File: config.mk
export PLATFORM = sky130hd
export DESIGN_NAME = titration_cycle_sequencer_unit_flat
export DESIGN_NICKNAME = d
export VERILOG_FILES = /design/src/hw/rtl/tcs_pkg.sv /design/src/hw/rtl/tcs_if.sv /design/src/hw/rtl/tcs_cfg_regs.sv /design/src/hw/rtl/tcs_kh_calc.sv /design/src/hw/rtl/tcs_seq.sv /design/src/hw/rtl/titration_cycle_sequencer_unit.sv /design/src/flat_wrapper.sv
export VERILOG_INCLUDE_DIRS = /design/src /design/src/hw/rtl
export SDC_FILE = /design/constraint.sdc
export NUM_CORES = 1
export LEC_CHECK = 0
export ABC_AREA = 1
export BUFFER_PORTS_ARGS = -buffer_cell sky130_fd_sc_hd__clkbuf_2
export CAP_MARGIN = 40
export CORE_ASPECT_RATIO = 1.75
export CORE_MARGIN = 1.5
export CORE_UTILIZATION = 40
export DETAILED_ROUTE_END_ITERATION = 6
export PLACE_DENSITY = 0.66
export SLEW_MARGIN = 30
export SYNTH_ARGS = -nofsm -noshare
export SYNTH_HDL_FRONTEND = slang
export SYNTH_SLANG_ARGS = --single-unit
File: constraint.sdc
create_clock -name clk -period 5.35 [get_ports clk]
set_input_delay 0.2675 -clock clk [delete_from_list [all_inputs] [get_ports clk]]
set_output_delay 0.2675 -clock clk [all_outputs]
set_load 0.005 [all_outputs]
File: src/hw/rtl/titration_cycle_sequencer_unit_macros.svh
// Assertion macros shared by the titration cycle sequencer RTL.
`ifndef TITRATION_CYCLE_SEQUENCER_UNIT_MACROS_SVH
`define TITRATION_CYCLE_SEQUENCER_UNIT_MACROS_SVH

`ifndef SYNTHESIS
// Same-cycle implication, sampled on clk, disabled while rst_n is low.
`define TCS_ASSERT_NOW(label, ante, cons) \
    label: assert property (@(posedge clk) disable iff (!rst_n) (ante) |-> (cons)) \
        else $error("tcs: same-cycle check failed");
// Next-cycle implication, sampled on clk, disabled while rst_n is low.
`define TCS_ASSERT_NEXT(label, ante, cons) \
    label: assert property (@(posedge clk) disable iff (!rst_n) (ante) |=> (cons)) \
        else $error("tcs: next-cycle check failed");
`else
`define TCS_ASSERT_NOW(label, ante, cons)
`define TCS_ASSERT_NEXT(label, ante, cons)
`endif

`endif

File: src/hw/rtl/tcs_pkg.sv
// Types and constants of the titration cycle sequencer.
`default_nettype none

package tcs_pkg;

    localparam int unsigned TIME_W   = 32;
    localparam int unsigned PH_W     = 11;
    localparam int unsigned TEMP_W   = 15;
    localparam int unsigned ERR_W    = 4;
    localparam int unsigned CFG_IDX_W = 3;

    typedef enum logic [1:0] {
        REQ_START = 2'd0,
        REQ_POLL  = 2'd1,
        REQ_STOP  = 2'd2,
        REQ_CLEAR = 2'd3
    } req_type_t;

    typedef enum logic [2:0] {
        PH_IDLE      = 3'd0,
        PH_DRAIN     = 3'd1,
        PH_REF_FILL  = 3'd2,
        PH_COLLECT   = 3'd3,
        PH_MEASURE   = 3'd4,
        PH_EMPTY     = 3'd5,
        PH_COMPLETE  = 3'd6,
        PH_ERROR     = 3'd7
    } phase_t;

    typedef enum logic [2:0] {
        SUB_IDLE  = 3'd0,
        SUB_ONE   = 3'd1,
        SUB_TWO   = 3'd2,
        SUB_THREE = 3'd3
    } sub_t;

    localparam logic [ERR_W-1:0] ERR_NONE          = 4'd0;
    localparam logic [ERR_W-1:0] ERR_UNCONFIGURED  = 4'd1;
    localparam logic [ERR_W-1:0] ERR_BUSY          = 4'd2;
    localparam logic [ERR_W-1:0] ERR_DRAIN_START   = 4'd3;
    localparam logic [ERR_W-1:0] ERR_DRAIN_RUN     = 4'd4;
    localparam logic [ERR_W-1:0] ERR_FILL_START    = 4'd5;
    localparam logic [ERR_W-1:0] ERR_FILL_RUN      = 4'd6;
    localparam logic [ERR_W-1:0] ERR_COLLECT_START = 4'd7;
    localparam logic [ERR_W-1:0] ERR_COLLECT_RUN   = 4'd8;
    localparam logic [ERR_W-1:0] ERR_KH_RANGE      = 4'd9;
    localparam logic [ERR_W-1:0] ERR_PH_DELTA      = 4'd10;

    localparam logic [1:0] PUMP_A_OFF   = 2'd0;
    localparam logic [1:0] PUMP_A_FILL  = 2'd1;
    localparam logic [1:0] PUMP_A_DRAIN = 2'd2;
    localparam logic       PUMP_B_OFF   = 1'b0;
    localparam logic       PUMP_B_XFER  = 1'b1;
    localparam logic [1:0] PUMP_C_OFF   = 2'd0;
    localparam logic [1:0] PUMP_C_FILL  = 2'd1;
    localparam logic [1:0] PUMP_C_XFER  = 2'd2;

    localparam logic [CFG_IDX_W-1:0] CFG_REFERENCE_SET = 3'd0;
    localparam logic [CFG_IDX_W-1:0] CFG_DRAIN_SECOND  = 3'd1;
    localparam logic [CFG_IDX_W-1:0] CFG_DRAIN_FIRST   = 3'd2;
    localparam logic [CFG_IDX_W-1:0] CFG_FILL_THIRD    = 3'd3;
    localparam logic [CFG_IDX_W-1:0] CFG_SETTLE        = 3'd4;
    localparam logic [CFG_IDX_W-1:0] CFG_COLLECT       = 3'd5;

    // KH in hundredths of dKH is fifty times the pH drop in hundredths.
    localparam logic signed [17:0] KH_SCALE  = 18'sd50;
    localparam logic signed [17:0] KH_MIN    = 18'sd100;
    localparam logic signed [17:0] KH_MAX    = 18'sd2000;
    localparam logic [PH_W-1:0]    DELTA_MIN = 11'd10;
    localparam logic [PH_W-1:0]    DELTA_MAX = 11'd400;

    typedef struct packed {
        logic              reference_set;
        logic [TIME_W-1:0] drain_second_ms;
        logic [TIME_W-1:0] drain_first_ms;
        logic [TIME_W-1:0] fill_third_ms;
        logic [TIME_W-1:0] settle_ms;
        logic [TIME_W-1:0] collect_ms;
    } cfg_t;

    typedef struct packed {
        req_type_t                req_type;
        logic [TIME_W-1:0]        now_ms;
        logic                     first_full;
        logic                     second_full;
        logic                     third_full;
        logic [PH_W-1:0]          ph_reading;
        logic signed [TEMP_W-1:0] temp_reading;
    } req_t;

    typedef struct packed {
        logic [2:0]               cycle_state;
        logic                     advanced;
        logic [ERR_W-1:0]         error_code;
        logic [1:0]               pump_first_cmd;
        logic                     pump_second_cmd;
        logic [1:0]               pump_third_cmd;
        logic [PH_W-1:0]          kh_centi;
        logic                     result_valid;
        logic [PH_W-1:0]          ph_ref_out;
        logic [PH_W-1:0]          ph_sample_out;
        logic signed [TEMP_W-1:0] temp_out;
    } res_t;

    typedef struct packed {
        logic [PH_W-1:0]  kh;
        logic [ERR_W-1:0] err;
        logic             ok;
    } kh_res_t;

    // Actions decided by the phase logic for one request.
    typedef struct packed {
        logic             adv;
        logic             err_wr;
        logic [ERR_W-1:0] err_val;
        logic             pa_wr;
        logic [1:0]       pa_val;
        logic             pb_wr;
        logic             pb_val;
        logic             pc_wr;
        logic [1:0]       pc_val;
        logic             time_wr;
        logic             ref_wr;
        logic             meas_wr;
        logic             res_clear;
        logic             pumps_clear;
    } seq_act_t;

endpackage

`default_nettype wire

File: src/hw/rtl/tcs_if.sv
// Request, result and configuration channel interfaces of the sequencer.
`default_nettype none

interface tcs_req_if;
    logic                                      valid;
    logic                                      ready;
    logic [1:0]                                req_type;
    logic [tcs_pkg::TIME_W-1:0]                now_ms;
    logic                                      first_full;
    logic                                      second_full;
    logic                                      third_full;
    logic [tcs_pkg::PH_W-1:0]                  ph_reading;
    logic signed [tcs_pkg::TEMP_W-1:0]         temp_reading;

    modport source (output valid, req_type, now_ms, first_full, second_full,
                    third_full, ph_reading, temp_reading, input ready);
    modport sink (input valid, req_type, now_ms, first_full, second_full,
                  third_full, ph_reading, temp_reading, output ready);
endinterface

interface tcs_res_if;
    logic                                      valid;
    logic                                      ready;
    logic [2:0]                                cycle_state;
    logic                                      advanced;
    logic [tcs_pkg::ERR_W-1:0]                 error_code;
    logic [1:0]                                pump_first_cmd;
    logic                                      pump_second_cmd;
    logic [1:0]                                pump_third_cmd;
    logic [tcs_pkg::PH_W-1:0]                  kh_centi;
    logic                                      result_valid;
    logic [tcs_pkg::PH_W-1:0]                  ph_ref_out;
    logic [tcs_pkg::PH_W-1:0]                  ph_sample_out;
    logic signed [tcs_pkg::TEMP_W-1:0]         temp_out;

    modport source (output valid, cycle_state, advanced, error_code, pump_first_cmd,
                    pump_second_cmd, pump_third_cmd, kh_centi, result_valid,
                    ph_ref_out, ph_sample_out, temp_out, input ready);
    modport sink (input valid, cycle_state, advanced, error_code, pump_first_cmd,
                  pump_second_cmd, pump_third_cmd, kh_centi, result_valid,
                  ph_ref_out, ph_sample_out, temp_out, output ready);
endinterface

interface tcs_cfg_if;
    logic                              valid;
    logic                              ready;
    logic [tcs_pkg::CFG_IDX_W-1:0]     index;
    logic [tcs_pkg::TIME_W-1:0]        data;

    modport source (output valid, index, data, input ready);
    modport sink (input valid, index, data, output ready);
endinterface

`default_nettype wire

File: src/hw/rtl/tcs_cfg_regs.sv
// Configuration register file of the titration cycle sequencer.
`default_nettype none

module tcs_cfg_regs (
    input  wire logic    clk,
    input  wire logic    rst_n,
    tcs_cfg_if.sink      cfg,
    output tcs_pkg::cfg_t cfg_q
);

    tcs_pkg::cfg_t cfg_reg;
    tcs_pkg::cfg_t cfg_next;

    assign cfg.ready = 1'b1;
    assign cfg_q     = cfg_reg;

    always_comb
    begin
        cfg_next = cfg_reg;
        if (cfg.valid && cfg.ready)
        begin
            case (cfg.index)
                tcs_pkg::CFG_REFERENCE_SET: cfg_next.reference_set   = cfg.data[0];
                tcs_pkg::CFG_DRAIN_SECOND:  cfg_next.drain_second_ms = cfg.data;
                tcs_pkg::CFG_DRAIN_FIRST:   cfg_next.drain_first_ms  = cfg.data;
                tcs_pkg::CFG_FILL_THIRD:    cfg_next.fill_third_ms   = cfg.data;
                tcs_pkg::CFG_SETTLE:        cfg_next.settle_ms       = cfg.data;
                tcs_pkg::CFG_COLLECT:       cfg_next.collect_ms      = cfg.data;
                default:                    cfg_next = cfg_reg;
            endcase
        end
    end

    always_ff @(posedge clk or negedge rst_n)
    begin
        if (!rst_n)
        begin
            cfg_reg <= '0;
        end
        else
        begin
            cfg_reg <= cfg_next;
        end
    end

endmodule

`default_nettype wire

File: src/hw/rtl/tcs_kh_calc.sv
// KH computation and plausibility checks for the measure phase.
`default_nettype none

module tcs_kh_calc (
    input  wire logic [tcs_pkg::PH_W-1:0] ref_ph,
    input  wire logic [tcs_pkg::PH_W-1:0] sample_ph,
    output tcs_pkg::kh_res_t              kh_res
);

    logic signed [tcs_pkg::PH_W:0] delta;
    logic signed [17:0]            delta_x;
    logic signed [17:0]            prod;
    logic [tcs_pkg::PH_W-1:0]      mag;
    logic                          no_reading;

    always_comb
    begin
        delta      = $signed({1'b0, ref_ph}) - $signed({1'b0, sample_ph});
        delta_x    = {{(18 - tcs_pkg::PH_W - 1){delta[tcs_pkg::PH_W]}}, delta};
        prod       = delta_x * tcs_pkg::KH_SCALE;
        mag        = delta[tcs_pkg::PH_W] ? tcs_pkg::PH_W'(-delta)
                                          : tcs_pkg::PH_W'(delta);
        no_reading = (ref_ph == '0) || (sample_ph == '0);

        // A missing reading gives zero KH, which always fails the range check.
        if (no_reading)
        begin
            kh_res.kh  = '0;
            kh_res.err = tcs_pkg::ERR_KH_RANGE;
            kh_res.ok  = 1'b0;
        end
        else
        begin
            if (prod < tcs_pkg::KH_MIN)
            begin
                kh_res.kh = tcs_pkg::PH_W'(tcs_pkg::KH_MIN);
            end
            else if (prod > tcs_pkg::KH_MAX)
            begin
                kh_res.kh = tcs_pkg::PH_W'(tcs_pkg::KH_MAX);
            end
            else
            begin
                kh_res.kh = prod[tcs_pkg::PH_W-1:0];
            end

            if ((mag < tcs_pkg::DELTA_MIN) || (mag > tcs_pkg::DELTA_MAX))
            begin
                kh_res.err = tcs_pkg::ERR_PH_DELTA;
                kh_res.ok  = 1'b0;
            end
            else
            begin
                kh_res.err = tcs_pkg::ERR_NONE;
                kh_res.ok  = 1'b1;
            end
        end
    end

endmodule

`default_nettype wire

File: src/hw/rtl/tcs_seq.sv
// Phase state machine and latched measurement registers of the sequencer.
`default_nettype none

module tcs_seq (
    input  wire logic          clk,
    input  wire logic          rst_n,
    input  wire logic          fire,
    input  tcs_pkg::req_t      req,
    input  tcs_pkg::cfg_t      cfg,
    output tcs_pkg::res_t      res
);

    tcs_pkg::phase_t phase_reg, phase_next;
    tcs_pkg::sub_t   sub_reg, sub_next;
    logic            started_reg, started_next;

    logic [tcs_pkg::TIME_W-1:0]        start_time_reg, start_time_next;
    logic [tcs_pkg::PH_W-1:0]          ref_ph_reg, ref_ph_next;
    logic [tcs_pkg::PH_W-1:0]          sample_ph_reg, sample_ph_next;
    logic signed [tcs_pkg::TEMP_W-1:0] temp_reg, temp_next;
    logic [tcs_pkg::PH_W-1:0]          kh_reg, kh_next;
    logic                              valid_flag_reg, valid_flag_next;
    logic [tcs_pkg::ERR_W-1:0]         err_reg, err_next;
    logic [1:0]                        pump_a_reg, pump_a_next;
    logic                              pump_b_reg, pump_b_next;
    logic [1:0]                        pump_c_reg, pump_c_next;
    logic                              adv_reg, adv_next;

    logic [tcs_pkg::TIME_W-1:0] elapsed;
    logic                       fault;
    logic                       done;
    tcs_pkg::seq_act_t          act;
    tcs_pkg::kh_res_t           kh_res;

    tcs_kh_calc u_kh_calc (
        .ref_ph    (ref_ph_reg),
        .sample_ph (req.ph_reading),
        .kh_res    (kh_res)
    );

    assign elapsed = req.now_ms - start_time_reg;

    // Next phase, sub-step and step flag, plus the actions of this request.
    always_comb
    begin
        phase_next   = phase_reg;
        sub_next     = sub_reg;
        started_next = started_reg;
        act          = '0;
        fault        = 1'b0;
        done         = 1'b0;

        if (fire)
        begin
            case (req.req_type)
                tcs_pkg::REQ_START:
                begin
                    if (!cfg.reference_set)
                    begin
                        fault       = 1'b1;
                        act.err_val = tcs_pkg::ERR_UNCONFIGURED;
                    end
                    else if (phase_reg != tcs_pkg::PH_IDLE)
                    begin
                        act.err_wr  = 1'b1;
                        act.err_val = tcs_pkg::ERR_BUSY;
                    end
                    else
                    begin
                        phase_next   = tcs_pkg::PH_DRAIN;
                        sub_next     = tcs_pkg::SUB_IDLE;
                        started_next = 1'b0;
                        act.adv      = 1'b1;
                    end
                end
                tcs_pkg::REQ_POLL:
                begin
                    case (phase_reg)
                        tcs_pkg::PH_DRAIN:
                        begin
                            case (sub_reg)
                                tcs_pkg::SUB_IDLE:
                                begin
                                    sub_next     = tcs_pkg::SUB_ONE;
                                    started_next = 1'b0;
                                end
                                tcs_pkg::SUB_ONE:
                                begin
                                    act.pb_wr  = 1'b1;
                                    act.pb_val = tcs_pkg::PUMP_B_OFF;
                                    if (req.first_full)
                                    begin
                                        fault       = 1'b1;
                                        act.err_val = started_reg ? tcs_pkg::ERR_DRAIN_RUN
                                                                  : tcs_pkg::ERR_DRAIN_START;
                                    end
                                    else if (!started_reg)
                                    begin
                                        act.pb_val   = tcs_pkg::PUMP_B_XFER;
                                        act.time_wr  = 1'b1;
                                        started_next = 1'b1;
                                    end
                                    else if (elapsed >= cfg.drain_second_ms)
                                    begin
                                        sub_next     = tcs_pkg::SUB_TWO;
                                        started_next = 1'b0;
                                    end
                                    else
                                    begin
                                        act.pb_wr = 1'b0;
                                    end
                                end
                                tcs_pkg::SUB_TWO:
                                begin
                                    if (!started_reg)
                                    begin
                                        act.pa_wr    = 1'b1;
                                        act.pa_val   = tcs_pkg::PUMP_A_DRAIN;
                                        act.time_wr  = 1'b1;
                                        started_next = 1'b1;
                                    end
                                    else if (elapsed >= cfg.drain_first_ms)
                                    begin
                                        act.pa_wr    = 1'b1;
                                        act.pa_val   = tcs_pkg::PUMP_A_OFF;
                                        act.pb_wr    = 1'b1;
                                        act.pb_val   = tcs_pkg::PUMP_B_OFF;
                                        sub_next     = tcs_pkg::SUB_IDLE;
                                        started_next = 1'b0;
                                        done         = 1'b1;
                                    end
                                end
                                default:
                                begin
                                    sub_next = tcs_pkg::SUB_IDLE;
                                end
                            endcase
                        end
                        tcs_pkg::PH_REF_FILL:
                        begin
                            case (sub_reg)
                                tcs_pkg::SUB_IDLE:
                                begin
                                    sub_next     = tcs_pkg::SUB_ONE;
                                    started_next = 1'b0;
                                end
                                tcs_pkg::SUB_ONE:
                                begin
                                    act.pc_wr = 1'b1;
                                    if (req.third_full)
                                    begin
                                        act.pc_val  = tcs_pkg::PUMP_C_OFF;
                                        fault       = 1'b1;
                                        act.err_val = tcs_pkg::ERR_FILL_START;
                                    end
                                    else
                                    begin
                                        act.pc_val   = tcs_pkg::PUMP_C_FILL;
                                        act.time_wr  = 1'b1;
                                        started_next = 1'b1;
                                        sub_next     = tcs_pkg::SUB_TWO;
                                    end
                                end
                                tcs_pkg::SUB_TWO:
                                begin
                                    if (req.third_full)
                                    begin
                                        act.pc_wr   = 1'b1;
                                        act.pc_val  = tcs_pkg::PUMP_C_OFF;
                                        fault       = 1'b1;
                                        act.err_val = tcs_pkg::ERR_FILL_RUN;
                                    end
                                    else if (elapsed >= cfg.fill_third_ms)
                                    begin
                                        act.pc_wr   = 1'b1;
                                        act.pc_val  = tcs_pkg::PUMP_C_OFF;
                                        act.time_wr = 1'b1;
                                        sub_next    = tcs_pkg::SUB_THREE;
                                    end
                                end
                                tcs_pkg::SUB_THREE:
                                begin
                                    // Settling time is counted from the end of the fill.
                                    if (elapsed >= cfg.settle_ms)
                                    begin
                                        act.ref_wr   = 1'b1;
                                        act.pc_wr    = 1'b1;
                                        act.pc_val   = tcs_pkg::PUMP_C_OFF;
                                        sub_next     = tcs_pkg::SUB_IDLE;
                                        started_next = 1'b0;
                                        done         = 1'b1;
                                    end
                                end
                                default:
                                begin
                                    sub_next = tcs_pkg::SUB_IDLE;
                                end
                            endcase
                        end
                        tcs_pkg::PH_COLLECT:
                        begin
                            case (sub_reg)
                                tcs_pkg::SUB_IDLE:
                                begin
                                    sub_next     = tcs_pkg::SUB_ONE;
                                    started_next = 1'b0;
                                end
                                tcs_pkg::SUB_ONE:
                                begin
                                    act.pa_wr = 1'b1;
                                    if (req.first_full)
                                    begin
                                        act.pa_val  = tcs_pkg::PUMP_A_OFF;
                                        fault       = 1'b1;
                                        act.err_val = tcs_pkg::ERR_COLLECT_START;
                                    end
                                    else
                                    begin
                                        act.pa_val   = tcs_pkg::PUMP_A_FILL;
                                        act.time_wr  = 1'b1;
                                        started_next = 1'b1;
                                        sub_next     = tcs_pkg::SUB_TWO;
                                    end
                                end
                                tcs_pkg::SUB_TWO:
                                begin
                                    if (req.first_full)
                                    begin
                                        act.pa_wr   = 1'b1;
                                        act.pa_val  = tcs_pkg::PUMP_A_OFF;
                                        fault       = 1'b1;
                                        act.err_val = tcs_pkg::ERR_COLLECT_RUN;
                                    end
                                    else if (elapsed >= cfg.collect_ms)
                                    begin
                                        act.pa_wr    = 1'b1;
                                        act.pa_val   = tcs_pkg::PUMP_A_OFF;
                                        sub_next     = tcs_pkg::SUB_IDLE;
                                        started_next = 1'b0;
                                        done         = 1'b1;
                                    end
                                end
                                default:
                                begin
                                    sub_next = tcs_pkg::SUB_IDLE;
                                end
                            endcase
                        end
                        tcs_pkg::PH_MEASURE:
                        begin
                            act.meas_wr = 1'b1;
                            done        = 1'b1;
                        end
                        tcs_pkg::PH_EMPTY:
                        begin
                            // Third, second move on only if the next has room; full first drains.
                            act.pc_wr  = req.third_full && !req.second_full;
                            act.pc_val = tcs_pkg::PUMP_C_XFER;
                            act.pb_wr  = req.second_full && !req.first_full;
                            act.pb_val = tcs_pkg::PUMP_B_XFER;
                            act.pa_wr  = req.first_full;
                            act.pa_val = tcs_pkg::PUMP_A_DRAIN;
                            done       = 1'b1;
                        end
                        tcs_pkg::PH_COMPLETE:
                        begin
                            phase_next = tcs_pkg::PH_IDLE;
                        end
                        default:
                        begin
                            phase_next = phase_reg;
                        end
                    endcase

                    if (done)
                    begin
                        phase_next = tcs_pkg::phase_t'(phase_reg + 3'd1);
                        act.adv    = 1'b1;
                    end
                end
                tcs_pkg::REQ_STOP:
                begin
                    phase_next      = tcs_pkg::PH_IDLE;
                    sub_next        = tcs_pkg::SUB_IDLE;
                    started_next    = 1'b0;
                    act.pumps_clear = 1'b1;
                end
                default:
                begin
                    phase_next    = tcs_pkg::PH_IDLE;
                    sub_next      = tcs_pkg::SUB_IDLE;
                    started_next  = 1'b0;
                    act.res_clear = 1'b1;
                end
            endcase

            if (fault)
            begin
                phase_next   = tcs_pkg::PH_ERROR;
                sub_next     = tcs_pkg::SUB_IDLE;
                started_next = 1'b0;
                act.err_wr   = 1'b1;
            end
        end
    end

    // Pump commands, time stamp and latched results from the chosen actions.
    always_comb
    begin
        pump_a_next     = act.pumps_clear ? tcs_pkg::PUMP_A_OFF
                        : (act.pa_wr ? act.pa_val : pump_a_reg);
        pump_b_next     = act.pumps_clear ? tcs_pkg::PUMP_B_OFF
                        : (act.pb_wr ? act.pb_val : pump_b_reg);
        pump_c_next     = act.pumps_clear ? tcs_pkg::PUMP_C_OFF
                        : (act.pc_wr ? act.pc_val : pump_c_reg);
        start_time_next = act.time_wr ? req.now_ms : start_time_reg;
        adv_next        = fire ? act.adv : adv_reg;

        ref_ph_next     = ref_ph_reg;
        sample_ph_next  = sample_ph_reg;
        temp_next       = temp_reg;
        kh_next         = kh_reg;
        valid_flag_next = valid_flag_reg;
        err_next        = act.err_wr ? act.err_val : err_reg;

        if (act.res_clear)
        begin
            ref_ph_next     = '0;
            sample_ph_next  = '0;
            temp_next       = '0;
            kh_next         = '0;
            valid_flag_next = 1'b0;
            err_next        = tcs_pkg::ERR_NONE;
        end
        else if (act.meas_wr)
        begin
            sample_ph_next  = req.ph_reading;
            temp_next       = req.temp_reading;
            kh_next         = kh_res.kh;
            valid_flag_next = kh_res.ok;
            err_next        = kh_res.err;
        end
        else if (act.ref_wr)
        begin
            ref_ph_next = req.ph_reading;
        end
    end

    always_ff @(posedge clk or negedge rst_n)
    begin
        if (!rst_n)
        begin
            phase_reg   <= tcs_pkg::PH_IDLE;
            sub_reg     <= tcs_pkg::SUB_IDLE;
            started_reg <= 1'b0;
        end
        else
        begin
            phase_reg   <= phase_next;
            sub_reg     <= sub_next;
            started_reg <= started_next;
        end
    end

    always_ff @(posedge clk or negedge rst_n)
    begin
        if (!rst_n)
        begin
            start_time_reg <= '0;
            ref_ph_reg     <= '0;
            sample_ph_reg  <= '0;
            temp_reg       <= '0;
            kh_reg         <= '0;
            valid_flag_reg <= 1'b0;
            err_reg        <= tcs_pkg::ERR_NONE;
            pump_a_reg     <= tcs_pkg::PUMP_A_OFF;
            pump_b_reg     <= tcs_pkg::PUMP_B_OFF;
            pump_c_reg     <= tcs_pkg::PUMP_C_OFF;
            adv_reg        <= 1'b0;
        end
        else
        begin
            start_time_reg <= start_time_next;
            ref_ph_reg     <= ref_ph_next;
            sample_ph_reg  <= sample_ph_next;
            temp_reg       <= temp_next;
            kh_reg         <= kh_next;
            valid_flag_reg <= valid_flag_next;
            err_reg        <= err_next;
            pump_a_reg     <= pump_a_next;
            pump_b_reg     <= pump_b_next;
            pump_c_reg     <= pump_c_next;
            adv_reg        <= adv_next;
        end
    end

    always_comb
    begin
        res.cycle_state     = phase_reg;
        res.advanced        = adv_reg;
        res.error_code      = err_reg;
        res.pump_first_cmd  = pump_a_reg;
        res.pump_second_cmd = pump_b_reg;
        res.pump_third_cmd  = pump_c_reg;
        res.kh_centi        = kh_reg;
        res.result_valid    = valid_flag_reg;
        res.ph_ref_out      = ref_ph_reg;
        res.ph_sample_out   = sample_ph_reg;
        res.temp_out        = temp_reg;
    end

endmodule

`default_nettype wire

File: src/hw/rtl/titration_cycle_sequencer_unit.sv
// Top level of the titration cycle sequencer: request stage, sequencer, result port.
//
// The req channel carries one request item: start, poll, stop or clear, with a
// millisecond time stamp, the three reservoir full flags and the pH and
// temperature readings. Every request item produces exactly one result item on
// the res channel: the cycle state, an advance flag, the last error code, the
// three pump commands and the latched measurement (KH, pH values, temperature).
// The cfg channel writes the enable bit and the five phase durations; it is
// always ready and should only be used while no request is in flight.
//
// A request item is captured in an input register and processed once the
// result slot is free, and its result item is registered by the sequencer. The
// state update is a single pass of phase logic with one 32-bit elapsed-time
// subtract and compare and one small constant multiply, so a new request item
// can be accepted every cycle while res.ready stays high. The sequencer state
// registers double as the result register: while the receiver stalls, the held
// request waits in the input register and req.ready stays high only while that
// register is free. Reset clears the cycle to idle, all pumps off, all latched
// values and the configuration to zero, with no result pending.
`default_nettype none

`include "titration_cycle_sequencer_unit_macros.svh"

module titration_cycle_sequencer_unit (
    input  wire logic clk,
    input  wire logic rst_n,
    tcs_req_if.sink   req,
    tcs_res_if.source res,
    tcs_cfg_if.sink   cfg
);

    tcs_pkg::req_t req_q_reg;
    tcs_pkg::req_t req_q_next;
    logic          in_valid_reg, in_valid_next;
    logic          out_valid_reg, out_valid_next;
    logic          req_acc;
    logic          fire;
    tcs_pkg::cfg_t cfg_q;
    tcs_pkg::res_t res_q;

    // The held request is processed when the result slot is empty or being drained.
    assign fire      = in_valid_reg && (!out_valid_reg || res.ready);
    assign req.ready = !in_valid_reg || fire;
    assign req_acc   = req.valid && req.ready;

    always_comb
    begin
        req_q_next = req_q_reg;
        if (req_acc)
        begin
            req_q_next.req_type     = tcs_pkg::req_type_t'(req.req_type);
            req_q_next.now_ms       = req.now_ms;
            req_q_next.first_full   = req.first_full;
            req_q_next.second_full  = req.second_full;
            req_q_next.third_full   = req.third_full;
            req_q_next.ph_reading   = req.ph_reading;
            req_q_next.temp_reading = req.temp_reading;
        end

        if (req_acc)
        begin
            in_valid_next = 1'b1;
        end
        else if (fire)
        begin
            in_valid_next = 1'b0;
        end
        else
        begin
            in_valid_next = in_valid_reg;
        end

        if (fire)
        begin
            out_valid_next = 1'b1;
        end
        else if (res.ready)
        begin
            out_valid_next = 1'b0;
        end
        else
        begin
            out_valid_next = out_valid_reg;
        end
    end

    always_ff @(posedge clk or negedge rst_n)
    begin
        if (!rst_n)
        begin
            in_valid_reg  <= 1'b0;
            out_valid_reg <= 1'b0;
        end
        else
        begin
            in_valid_reg  <= in_valid_next;
            out_valid_reg <= out_valid_next;
        end
    end

    // Request payload needs no reset: it is only read while in_valid_reg is set.
    always_ff @(posedge clk)
    begin
        req_q_reg <= req_q_next;
    end

    tcs_cfg_regs u_cfg_regs (
        .clk   (clk),
        .rst_n (rst_n),
        .cfg   (cfg),
        .cfg_q (cfg_q)
    );

    tcs_seq u_seq (
        .clk   (clk),
        .rst_n (rst_n),
        .fire  (fire),
        .req   (req_q_reg),
        .cfg   (cfg_q),
        .res   (res_q)
    );

    assign res.valid           = out_valid_reg;
    assign res.cycle_state     = res_q.cycle_state;
    assign res.advanced        = res_q.advanced;
    assign res.error_code      = res_q.error_code;
    assign res.pump_first_cmd  = res_q.pump_first_cmd;
    assign res.pump_second_cmd = res_q.pump_second_cmd;
    assign res.pump_third_cmd  = res_q.pump_third_cmd;
    assign res.kh_centi        = res_q.kh_centi;
    assign res.result_valid    = res_q.result_valid;
    assign res.ph_ref_out      = res_q.ph_ref_out;
    assign res.ph_sample_out   = res_q.ph_sample_out;
    assign res.temp_out        = res_q.temp_out;

    // A processed request always leaves a result item on the port.
    `TCS_ASSERT_NEXT(a_fire_gives_result, fire, res.valid)

    // A stop request leaves the cycle idle with every pump off.
    `TCS_ASSERT_NEXT(a_stop_idles, fire && (req_q_reg.req_type == tcs_pkg::REQ_STOP),
        (res.cycle_state == tcs_pkg::PH_IDLE) && (res.pump_first_cmd == tcs_pkg::PUMP_A_OFF)
        && (res.pump_second_cmd == tcs_pkg::PUMP_B_OFF)
        && (res.pump_third_cmd == tcs_pkg::PUMP_C_OFF))

    // A valid measurement always carries a KH inside the clamp range.
    `TCS_ASSERT_NOW(a_valid_kh_range, res.result_valid,
        (res.kh_centi >= 11'd100) && (res.kh_centi <= 11'd2000))

    // An advance always lands in a running phase or in complete.
    `TCS_ASSERT_NOW(a_advance_phase, res.valid && res.advanced,
        (res.cycle_state != tcs_pkg::PH_IDLE) && (res.cycle_state != tcs_pkg::PH_ERROR))

endmodule

`default_nettype wire
File: src/flat_wrapper.sv
// flat-port wrapper written by rule: the top's interface ports become plain ports
module titration_cycle_sequencer_unit_flat 
  (clk, rst_n, req_valid, req_req_type, req_now_ms, req_first_full, req_second_full, req_third_full, req_ph_reading, req_temp_reading, req_ready, res_valid, res_cycle_state, res_advanced, res_error_code, res_pump_first_cmd, res_pump_second_cmd, res_pump_third_cmd, res_kh_centi, res_result_valid, res_ph_ref_out, res_ph_sample_out, res_temp_out, res_ready, cfg_valid, cfg_index, cfg_data, cfg_ready);
  tcs_req_if req_i ();
  tcs_res_if res_i ();
  tcs_cfg_if cfg_i ();
  input  wire logic clk;
  input  wire logic rst_n;
  input wire logic [$bits(req_i.valid)-1:0] req_valid;
  input wire logic [$bits(req_i.req_type)-1:0] req_req_type;
  input wire logic [$bits(req_i.now_ms)-1:0] req_now_ms;
  input wire logic [$bits(req_i.first_full)-1:0] req_first_full;
  input wire logic [$bits(req_i.second_full)-1:0] req_second_full;
  input wire logic [$bits(req_i.third_full)-1:0] req_third_full;
  input wire logic [$bits(req_i.ph_reading)-1:0] req_ph_reading;
  input wire logic [$bits(req_i.temp_reading)-1:0] req_temp_reading;
  output wire logic [$bits(req_i.ready)-1:0] req_ready;
  output wire logic [$bits(res_i.valid)-1:0] res_valid;
  output wire logic [$bits(res_i.cycle_state)-1:0] res_cycle_state;
  output wire logic [$bits(res_i.advanced)-1:0] res_advanced;
  output wire logic [$bits(res_i.error_code)-1:0] res_error_code;
  output wire logic [$bits(res_i.pump_first_cmd)-1:0] res_pump_first_cmd;
  output wire logic [$bits(res_i.pump_second_cmd)-1:0] res_pump_second_cmd;
  output wire logic [$bits(res_i.pump_third_cmd)-1:0] res_pump_third_cmd;
  output wire logic [$bits(res_i.kh_centi)-1:0] res_kh_centi;
  output wire logic [$bits(res_i.result_valid)-1:0] res_result_valid;
  output wire logic [$bits(res_i.ph_ref_out)-1:0] res_ph_ref_out;
  output wire logic [$bits(res_i.ph_sample_out)-1:0] res_ph_sample_out;
  output wire logic [$bits(res_i.temp_out)-1:0] res_temp_out;
  input wire logic [$bits(res_i.ready)-1:0] res_ready;
  input wire logic [$bits(cfg_i.valid)-1:0] cfg_valid;
  input wire logic [$bits(cfg_i.index)-1:0] cfg_index;
  input wire logic [$bits(cfg_i.data)-1:0] cfg_data;
  output wire logic [$bits(cfg_i.ready)-1:0] cfg_ready;
  assign req_i.valid = req_valid;
  assign req_i.req_type = req_req_type;
  assign req_i.now_ms = req_now_ms;
  assign req_i.first_full = req_first_full;
  assign req_i.second_full = req_second_full;
  assign req_i.third_full = req_third_full;
  assign req_i.ph_reading = req_ph_reading;
  assign req_i.temp_reading = req_temp_reading;
  assign req_ready = req_i.ready;
  assign res_valid = res_i.valid;
  assign res_cycle_state = res_i.cycle_state;
  assign res_advanced = res_i.advanced;
  assign res_error_code = res_i.error_code;
  assign res_pump_first_cmd = res_i.pump_first_cmd;
  assign res_pump_second_cmd = res_i.pump_second_cmd;
  assign res_pump_third_cmd = res_i.pump_third_cmd;
  assign res_kh_centi = res_i.kh_centi;
  assign res_result_valid = res_i.result_valid;
  assign res_ph_ref_out = res_i.ph_ref_out;
  assign res_ph_sample_out = res_i.ph_sample_out;
  assign res_temp_out = res_i.temp_out;
  assign res_i.ready = res_ready;
  assign cfg_i.valid = cfg_valid;
  assign cfg_i.index = cfg_index;
  assign cfg_i.data = cfg_data;
  assign cfg_ready = cfg_i.ready;
  titration_cycle_sequencer_unit u_core (.clk(clk), .rst_n(rst_n), .req(req_i), .res(res_i), .cfg(cfg_i));
endmodule
=== After elaboration in Yosys (flattened, before gate mapping) ===
Cells that the tools add are included.

* ROM bits: 0
* Bits in latches: 0
* Output and inout bits: 65
* Memories: 0
* Register bits after elaboration: 324
* Memory bits (writable): 0

* $add $sub $neg: 4
* Bitwise operators: 0
* Eq/ne operators: 36
* Order comparisons: 9
* Multipliers: 1
* Shift operators: 0
* Div/mod/pow operators: 0
* Reduce and logical (&&, ||, !) cells: 39
* Multiplexer cells: 146

{| class="wikitable"
|+ Operators with widths
! cell !! number
|-
| 32-bit >= comparator || 5
|-
| 11-bit two-way mux || 11
|-
| 3-bit two-way mux || 31
|-
| 5-bit inequality test, second input constant || 12
|-
| 1-bit two-way mux || 56
|-
| 3-bit one-hot mux with 3 select lines || 5
|-
| 32-bit subtractor || 1
|-
| 15-bit two-way mux || 2
|-
| 4-bit two-way mux || 7
|-
| 3-bit one-hot mux with 2 select lines || 4
|-
| 11-bit zero test || 2
|-
| 19-bit two-way mux || 1
|-
| 3-bit by 2-bit == test with 1-bit output, second input constant || 6
|-
| 18-bit by 12-bit greater-than comparator with 1-bit output, second input constant || 1
|-
| 18-bit by 8-bit < comparator with 1-bit output, second input constant || 1
|-
| 6-bit by 3-bit inequality test with 1-bit output, second input constant || 3
|-
| 1-bit one-hot mux with 3 select lines || 6
|-
| 12-bit by 6-bit multiplier with 17-bit output, second input constant || 1
|-
| 16-bit two-way mux || 1
|-
| 16-bit AND reduction || 1
|-
| 3-bit == test, second input constant || 5
|-
| 5-bit two-way mux || 3
|-
| 2-bit two-way mux || 7
|-
| 7-bit one-hot mux with 2 select lines || 1
|-
| 31 further kinds || 62
|}

=== Longest topological paths before layout ===
Gate-level depths: netlist of run 1.

* Depth in word-level cells: 14
* Gate-level depth with buffers: 31

=== Modules after synthesis ===
A second synthesis of run 1 with hierarchy kept.

* Cells, all modules: 2789
* Area, all modules: 21630.7 um^2

{| class="wikitable"
|+ Modules (own cells, without submodules)
! module !! sequential area each (um^2) !! times used !! cells an instance !! area an instance (um^2)
|-
| tcs_seq || 2427.3 || 1 || 1530 || 10655.2
|-
| tcs_cfg_regs || 4028.9 || 1 || 708 || 6238.5
|-
| tcs_kh_calc || 0.0 || 1 || 476 || 2750.1
|-
| titration_cycle_sequencer_unit || 1941.9 || 1 || 75 || 1986.9
|}

=== Least setup slack after synthesis of run 1 ===
Ideal clock, no wire load.

* Kind: reg-to-reg
* From: register u_core.u_seq.ref_ph_reg[0] (netlist name)
* To: register u_core.u_seq.kh_reg[10] (netlist name)
* Arrival: 4.455 ns
* Clock period less this slack: 4.571 ns
* Cell stages (with the launch flop): 22
* Library setup time: 0.116 ns
* Path buffers: 0
* Path slack: 0.779 ns
* Cells stage by stage: dfrtp_1 inv_1 ha_1 fa_1 xor2_1 inv_1 ha_1 fa_1 ha_1 ha_1 fa_1 nand3_1 nand2_1 a21oi_1 xor2_1 nand3_1 nor2_1 nand4_1 o21ai_2 nand2_1 nand2_1 nand2_1

* Word-level cells in the longest chain between the ends: 8

{| class="wikitable"
|+ RTL lines
! what !! RTL line !! RTL
|-
| start, declared || tcs_seq.sv:18 || <nowiki>logic [tcs_pkg::PH_W-1:0] ref_ph_reg, ref_ph_next;</nowiki>
|-
| start signal, assigned || tcs_seq.sv:384 || <nowiki>ref_ph_reg <= ref_ph_next;</nowiki>
|-
| 11-bit by 11-bit subtractor with 12-bit output || tcs_kh_calc.sv:18 || <nowiki>delta = $signed({1'b0, ref_ph}) - $signed({1'b0, sample_ph});</nowiki>
|-
| 12-bit by 6-bit multiplier with 17-bit output || tcs_kh_calc.sv:20 || <nowiki>prod = delta_x * tcs_pkg::KH_SCALE;</nowiki>
|-
| 18-bit by 12-bit greater-than comparator with 1-bit output || tcs_kh_calc.sv:38 || <nowiki>else if (prod > tcs_pkg::KH_MAX)</nowiki>
|-
| 11-bit two-way mux || tcs_kh_calc.sv:38 ||
|-
| 11-bit two-way mux || tcs_kh_calc.sv:34 || <nowiki>if (prod < tcs_pkg::KH_MIN)</nowiki>
|-
| 16-bit two-way mux (*) || tcs_kh_calc.sv:26 || <nowiki>if (no_reading)</nowiki>
|-
| 11-bit two-way mux (*) || tcs_seq.sv:335 || <nowiki>else if (act.meas_wr)</nowiki>
|-
| 11-bit two-way mux (*) || tcs_seq.sv:326 || <nowiki>if (act.res_clear)</nowiki>
|-
| end signal, assigned || tcs_seq.sv:387 || <nowiki>kh_reg <= kh_next;</nowiki>
|-
| end, declared || tcs_seq.sv:21 || <nowiki>logic [tcs_pkg::PH_W-1:0] kh_reg, kh_next;</nowiki>
|}

Mark *: on every way between the ends. The rest lies on a longest branch, timed or not. The select of a mux whose other input is x is not followed.
A chain may end at the register's enable or synchronous reset.

=== Final worst setup path of run 1 ===
* From: register u_core.req_q_reg[15] (netlist name)
* To: register u_core.u_seq.kh_reg[6] (netlist name)

* Word-level cells in the longest chain between the ends: 8

{| class="wikitable"
|+ RTL lines
! what !! RTL line !! RTL
|-
| start, declared || titration_cycle_sequencer_unit.sv:32 || <nowiki>tcs_pkg::req_t req_q_reg;</nowiki>
|-
| start signal, assigned || titration_cycle_sequencer_unit.sv:104 || <nowiki>req_q_reg <= req_q_next;</nowiki>
|-
| 11-bit by 11-bit subtractor with 12-bit output || tcs_kh_calc.sv:18 ||
|-
| 12-bit by 6-bit multiplier with 17-bit output || tcs_kh_calc.sv:20 ||
|-
| 18-bit by 12-bit greater-than comparator with 1-bit output || tcs_kh_calc.sv:38 ||
|-
| 11-bit two-way mux || tcs_kh_calc.sv:38 ||
|-
| 11-bit two-way mux || tcs_kh_calc.sv:34 ||
|-
| 16-bit two-way mux (*) || tcs_kh_calc.sv:26 ||
|-
| 11-bit two-way mux (*) || tcs_seq.sv:335 ||
|-
| 11-bit two-way mux (*) || tcs_seq.sv:326 ||
|}

Marked as above.

==> impl_metrics.csv, run 1 <==
group,metric,value,unit
logic_synthesis,synth_area,20780,µm²
worst_setup_path,startpoint_type,"register",
place,dp_hpwl,46260,µm
worst_setup_path,crit_top_cell,"nand2_1",
clock_network,clkLatencyLatePin,0.54,ns
worst_setup_path,cp-end-kind,"register",
logic_synthesis,ys.flop_type,"dfrtp_1",
timing,fmax,0.2005,GHz
die,start_util,0.4049,
finish,drive_gt1_frac,0.1073,
logic_synthesis,syn-instance-count,2606,
clock_network,clock_sinks,322,
die,die_y,304.5,µm
drt,drc_errors,0,
logic_synthesis,ys_types,49,
power_and_ir_drop,leakage,12.79,nW
clock_network,root_buffer,"clkbuf_16",
worst_setup_path,path_delay_family,"adder cells",
global_routing,grt_max_degree,77,
clock_network,clk_path_buf_depth,3,
timing,fin_crit,4.987,ns
drt,vias,18010,
clock_network,clk_pin_slew,0.06,ns
global_routing,gr-total-overflow,0,
die,die_width,175.3,µm
logic_synthesis,synthTopCellsByArea,"dfrtp_1, ha_1, nand2_1",
worst_setup_path,critPathBufInv,5,
worst_setup_path,crit_arrival,5.38,ns
drt,antenna_left,0,
timing,fin_tns_setup,0,ns
place,portBuffers,165,
global_routing,grt_pass1_vias,18630,
drt,drt_iter0_markers,903,
global_routing,antenna_found_initial,1,
timing,worstMarginPinSlew,0.7336,ns
timing,slew_violations,0,
worst_setup_path,setup.worst_path.class,"register to register",
die,rows,110,
logic_synthesis,yosysSeqAreaShare,0.4029,
finish,largest_reg_flops,161,
drt,viasPerCell,5.055,
clock_network,cts_tree,"built",
logic_synthesis,syn_area_per_cell,7.975,µm²
finish,final_net_count,3237,
worst_setup_path,crit_path_max_fanout,6,
power_and_ir_drop,ir_worst_vdd,0.5346,mV
place,post-place-ws,0.3758,ns
logic_synthesis,synth-warning-count,0,
timing,min_period_over_period,0.9322,
die,dieArea,53390,µm²
logic_synthesis,synth_nets,2978,
timing,setup_ws,0.3629,ns
worst_hold_path,hp-class,"input pin to register",
worst_setup_path,slowest_stage,"fa_1",
finish,fin_util,0.4795,
clock_network,cts_buffers,35,
logic_synthesis,synth_top_cell_by_area,"dfrtp_1",
worst_setup_path,crit_required,5.75,ns
global_routing,grt_pass1_wl,94620,µm
finish,synthToLayoutAreaGrowth,18.45,%
run_status,status,"completed",
global_routing,gr-usage-all-layers,0.2241,
power_and_ir_drop,power_density,553.3,nW/µm²
drt,wl_per_cell,16.64,µm
finish,n_fill_cell,5006,
flow_run,cap_violations,0,
worst_setup_path,max_stage_delay,0.49,ns
drt,routed_wl,59300,µm
logic_synthesis,synth-edff-count,63,
clock_network,cts-htree-levels,2,
logic_synthesis,ys_seq_elements,322,
die,ioPinCount,168,
logic_synthesis,ys_async_sr_fraction,0.8043,
place,place.gp.congestion,0.9398,
timing,fin_skew,0.02964,ns
drt,dr.pass1.iters,5,
timing,setup_viol,0,
timing,finalHoldViolCount,0,
timing,maxSlewHeadroom,0.5093,
die,placeableCoreArea,51340,µm²
logic_synthesis,synth_top_area_frac,0.3118,
worst min-delay path: stages:
cell and delay [ns]:
clkbuf_2 0.08, inv_1 0.09, o21ai_0 0.09
synthesized netlist by cell type (10+ instances only):
| cell | n |
|---|---|
| o21bai_1 | 10 |
| nand3_1 | 124 |
| a21o_1 | 10 |
| nand2_1 | 715 |
| xnor2_1 | 17 |
| clkbuf_1 | 40 |
| a21oi_1 | 142 |
| buf_2 | 11 |
| edfxtp_1 | 63 |
| xor2_1 | 24 |
| nor2_1 | 135 |
| dfrtp_1 | 259 |
| ha_1 | 257 |
| a22o_1 | 15 |
| o21ai_0 | 219 |
| inv_1 | 411 |
| fa_1 | 12 |
| nor3_1 | 25 |
| nand4_1 | 31 |
placed cells by master, fill, tap and decap left out, types with 15 or more instances in the layout:
| master | count |
|---|---|
| nor3_1 | 25 |
| clkbuf_16 | 39 |
| nand2_1 | 710 |
| buf_4 | 41 |
| ha_1 | 257 |
| edfxtp_1 | 63 |
| clkbuf_2 | 164 |
| inv_1 | 410 |
| nor2_1 | 134 |
| dfrtp_1 | 259 |
| nand4_1 | 31 |
| o21ai_0 | 219 |
| xnor2_1 | 16 |
| dlygate4sd3_1 | 66 |
| a22o_1 | 15 |
| a21oi_1 | 142 |
| nand3_1 | 122 |
| xor2_1 | 24 |
final timing paths:
kind / startpoint / end / slack (ns) / cells after the start
max: u_core.req_q_reg[15] / u_core.u_seq.kh_reg[6] / 0.36 / 29
min: cfg_data[29] / u_core.u_cfg_regs.cfg_q[125] / 0.03 / 3
max reg2reg: u_core.req_q_reg[15] / u_core.u_seq.kh_reg[6] / 0.36 / 29
min reg2reg: u_core.u_seq.start_time_reg[27] / u_core.u_seq.start_time_reg[27] / 0.47 / 2
max in group asynchronous: rst_n / u_core.u_cfg_regs.cfg_q[20] / 3.97 / 4
min in group asynchronous: rst_n / u_core.u_cfg_regs.cfg_q[157] / 0.28 / 2
per-layer routing:
layer  wire length, µm  track usage
met1             20770       0.2178
met2             32970       0.4437
met3              1931      0.02308
met4              3620       0.1352
met5                 0            0
timing repair:
item	in CTS	in global routing
endpoints found under the setup margin	0	6
hold endpoints to repair	138	0
hold buffers	66	0
setup buffers	0	0
gates resized for setup	0	3
cells by family after synthesis:
logic type                 Yosys count  synth area share
buffers and inverters              475           0.08723
and+or+nand+nor                   1066            0.2118
adders and majority gates          269            0.1663
AOI/OAI and AO/OA                  430            0.1128
xor gates and xnor gates            42           0.01860
DFF                                322            0.4029
other                                2         0.0003613
stage by stage:
stage	instance area [µm²]	total power, W	hold slack (ns)	cells
final	24620	0.01362	0.03176	3563
after global routing	24610	0.01493	0.07102	3562
after CTS	24500	0.01370	0.03430	3557
after detailed placement	22600	0.01099	0.2891	3430
after global placement	22530	0.01088	0.2810	3426
after floorplan	20780	0.008790	-0.02809	2606
final cells by class:
| cell class | instances | area, µm² | share of cell area |
|---|---|---|---|
| tap | 672 | 840.8 | 0.03415 |
| multi-input combinational | 1809 | 10650 | 0.4326 |
| clock inverter | 13 | 167.7 | 0.006811 |
| timing repair buffer | 277 | 1934 | 0.07858 |
| sequential | 322 | 8373 | 0.3401 |
| inverter | 420 | 1577 | 0.06404 |
| antenna | 2 | 5.005 | 0.0002033 |
| clock buffer | 48 | 1070 | 0.04346 |
where the power goes:
part           switching, W  leakage (nW)  internal (W)
Sequential         0.000286          3.94       0.00292
Clock               0.00104         0.613       0.00156
Combinational       0.00492          8.23       0.00290
(Power assumes the default switching activity.)
==> run 2: changes to the inputs <==
--- a/config.mk
+++ b/config.mk
@@ -11,9 +11,9 @@
 export CAP_MARGIN = 40
 export CORE_ASPECT_RATIO = 1.75
 export CORE_MARGIN = 1.5
-export CORE_UTILIZATION = 40
+export CORE_UTILIZATION = 43
 export DETAILED_ROUTE_END_ITERATION = 6
-export PLACE_DENSITY = 0.66
+export PLACE_DENSITY = 0.58
 export SLEW_MARGIN = 30
 export SYNTH_ARGS = -nofsm -noshare
 export SYNTH_HDL_FRONTEND = slang
==> run 2 against run 1 <==
Effect of this change:
- maximum frequency is 1.8% higher
- global-route usage is 1.4 points higher
- flip-flop and latch count stayed put
- core utilization is 3.1 points higher
- final cell count is 2.4% lower
- register-to-register slack better by 0.09 ns
- first-iteration DRC count is 6.1% higher
- die area is 6.9% lower
- worst hold slack better by 0.0060 ns
- power is 0.85% lower
- count of clock-buffer cells in the layout is 4 lower
- critical path type unchanged
- highest routed layer unchanged
==> impl_metrics.csv, run 2 (synthesis results as in run 1) <==
group,metric,value,unit
finish,final_net_count,3228,
worst_setup_path,max_stage_delay,0.51,ns
run_status,status,"completed",
timing,finalHoldViolCount,0,
power_and_ir_drop,swShare,0.4559,
worst_setup_path,slowest_stage,"fa_1",
finish,synthToLayoutAreaGrowth,17.37,%
clock_network,root_buffer,"clkbuf_16",
worst_setup_path,path_delay_family,"adder cells",
timing,maxSlewHeadroom,0.4503,
clock_network,clk_path_buf_depth,3,
worst_setup_path,setup.worst_path.class,"register to register",
finish,final_cell_count_no_fill,3476,
drt,routed_wl,57870,µm
drt,vias,17830,
timing,fin_tns_setup,0,ns
global_routing,gr-usage-all-layers,0.2376,
die,die_width,169.2,µm
global_routing,antenna_found_initial,0,
global_routing,grt_max_degree,102,
power_and_ir_drop,seqPwrFrac,0.237,
place,portBuffers,165,
drt,wl_per_cell,16.65,µm
finish,antenna_cells,0,
clock_network,clock_sinks,322,
die,start_util,0.4353,
drt,antenna_left,0,
finish,final_cell_mix,"nand2_1, inv_1, dfrtp_1",
finish,final_common_cell,"nand2_1",
die,rows,106,
place,place.gp.congestion,0.9140,
timing,min_period_over_period,0.9155,
clock_network,clk_pin_slew,0.07,ns
worst_setup_path,critPathBufInv,6,
timing,slew_violations,0,
power_and_ir_drop,p_comb_frac,0.574,
timing,fin_skew,0.03375,ns
power_and_ir_drop,p_sw,0.006157,W
timing,setup_viol,0,
power_and_ir_drop,leakage,12.70,nW
power_and_ir_drop,clkPwrFrac,0.189,
finish,largest_reg_flops,161,
clock_network,cts-htree-levels,2,
die,ioPinCount,168,
global_routing,gr-total-overflow,0,
drt,dr.pass1.iters,7,
drt,viasPerCell,5.129,
finish,drive_gt1_frac,0.1051,
clock_network,cts_tree,"built",
drt,drt_iter0_markers,958,
clock_network,clkLatencyLatePin,0.55,ns
timing,fin_crit,4.898,ns
worst_setup_path,crit_required,5.76,ns
power_and_ir_drop,p_int,0.007348,W
timing,worstMarginPinSlew,0.8140,ns
timing,rsz0062_at_grt,"false",
power_and_ir_drop,ir_worst_vdd,0.4869,mV
worst_setup_path,crit_top_cell,"nand2_1",
worst_setup_path,startpoint_type,"register",
die,placeableCoreArea,47750,µm²
worst_setup_path,crit_path_max_fanout,7,
global_routing,grt_pass1_vias,18280,
worst_setup_path,crit_arrival,5.31,ns
power_and_ir_drop,power_density,553.6,nW/µm²
die,dieArea,49710,µm²
worst_hold_path,hp-class,"input pin to register",
die,die_y,293.8,µm
global_routing,grt_pass1_wl,93460,µm
clock_network,cts_buffers,35,
timing,fmax,0.2042,GHz
place,dp_hpwl,44860,µm
worst_setup_path,cp-end-kind,"register",
place,dp.cells,3345,
flow_run,cap_violations,0,
drt,drc_errors,0,
-- run 2: cell types whose count changed in the layout (fill, tap and decap cells not counted), sizes merged --
| cell | delta |
|---|---|
| buf | -9 |
| clkinv | +5 |
| clkbuf | -4 |
| clkinvlp | +2 |
| diode | -2 |
| inv | -2 |
| bufinv | +1 |
-- run 2: worst paths after layout --
path / startpoint / to / slack, ns / cells after the start
worst min register to register: u_core.u_seq.start_time_reg[21] / u_core.u_seq.start_time_reg[21] / 0.47 / 2
min in group asynchronous: rst_n / u_core.u_seq.start_time_reg[24] / 0.35 / 2
max in group asynchronous: rst_n / u_core.u_cfg_regs.cfg_q[132] / 3.88 / 3
worst max register to register: u_core.u_seq.ref_ph_reg[0] / u_core.u_seq.kh_reg[3] / 0.45 / 28
worst max-delay path: u_core.u_seq.ref_ph_reg[0] / u_core.u_seq.kh_reg[3] / 0.45 / 28
worst min-delay path: cfg_data[3] / u_core.u_cfg_regs.cfg_q[99] / 0.04 / 3
-- run 2: metal layers --
metal,track usage,vias to the layer above,wire length (µm)
met1,0.2394,8335,21050
met3,0.02313,153,1771
li1,-,8935,-
met4,0.1373,0,3575
met2,0.4658,406,31470
met5,0,-,0
-- run 2: timing repair --
item	in CTS	in global routing
endpoints found under the hold margin	160	0
endpoints found under the setup margin	0	10
resized for setup	0	10
setup buffers	0	1
hold buffers	66	0
-- run 2: per-stage QoR --
step	utilization	worst slack [ns]	area, µm²	hold WS [ns]	total power [W]
after floorplan	-	0.7787	20780	-0.02809	0.008790
after global placement	0.4698	0.4706	22430	0.3537	0.01069
after detailed placement	0.4706	0.3458	22470	0.3589	0.01078
after CTS	0.5095	0.2992	24330	0.02203	0.01347
after global routing	0.5109	0.004000	24390	0.06517	0.01485
final	0.5109	0.4521	24390	0.03781	0.01351
-- run 2: area by class of cell --
cell class / instances / area (µm²)
fillers: 4659 / 23350
well taps: 594 / 743.2
multi-input cells: 1809 / 10660
clock buffers: 44 / 972.2
repair buffers: 268 / 1843
clock inverters: 19 / 224.0
flip-flops and latches: 322 / 8373
inverters: 420 / 1577
-- run 2: tightest hold or removal path: stages --
cell,delay (ns)
clkbuf_2,0.08
inv_1,0.10
o21ai_0,0.09
-- run 2: power groups by stage --
stage | logic [W] | clock network (W) | registers, W
global route | 0.00891 | 0.00269 | 0.00325
floorplan | 0.00563 | 0 | 0.00316
finish | 0.00775 | 0.00255 | 0.00320
detailed placement | 0.00754 | 0 | 0.00324
CTS | 0.00766 | 0.00261 | 0.00320
global placement | 0.00746 | 0 | 0.00323
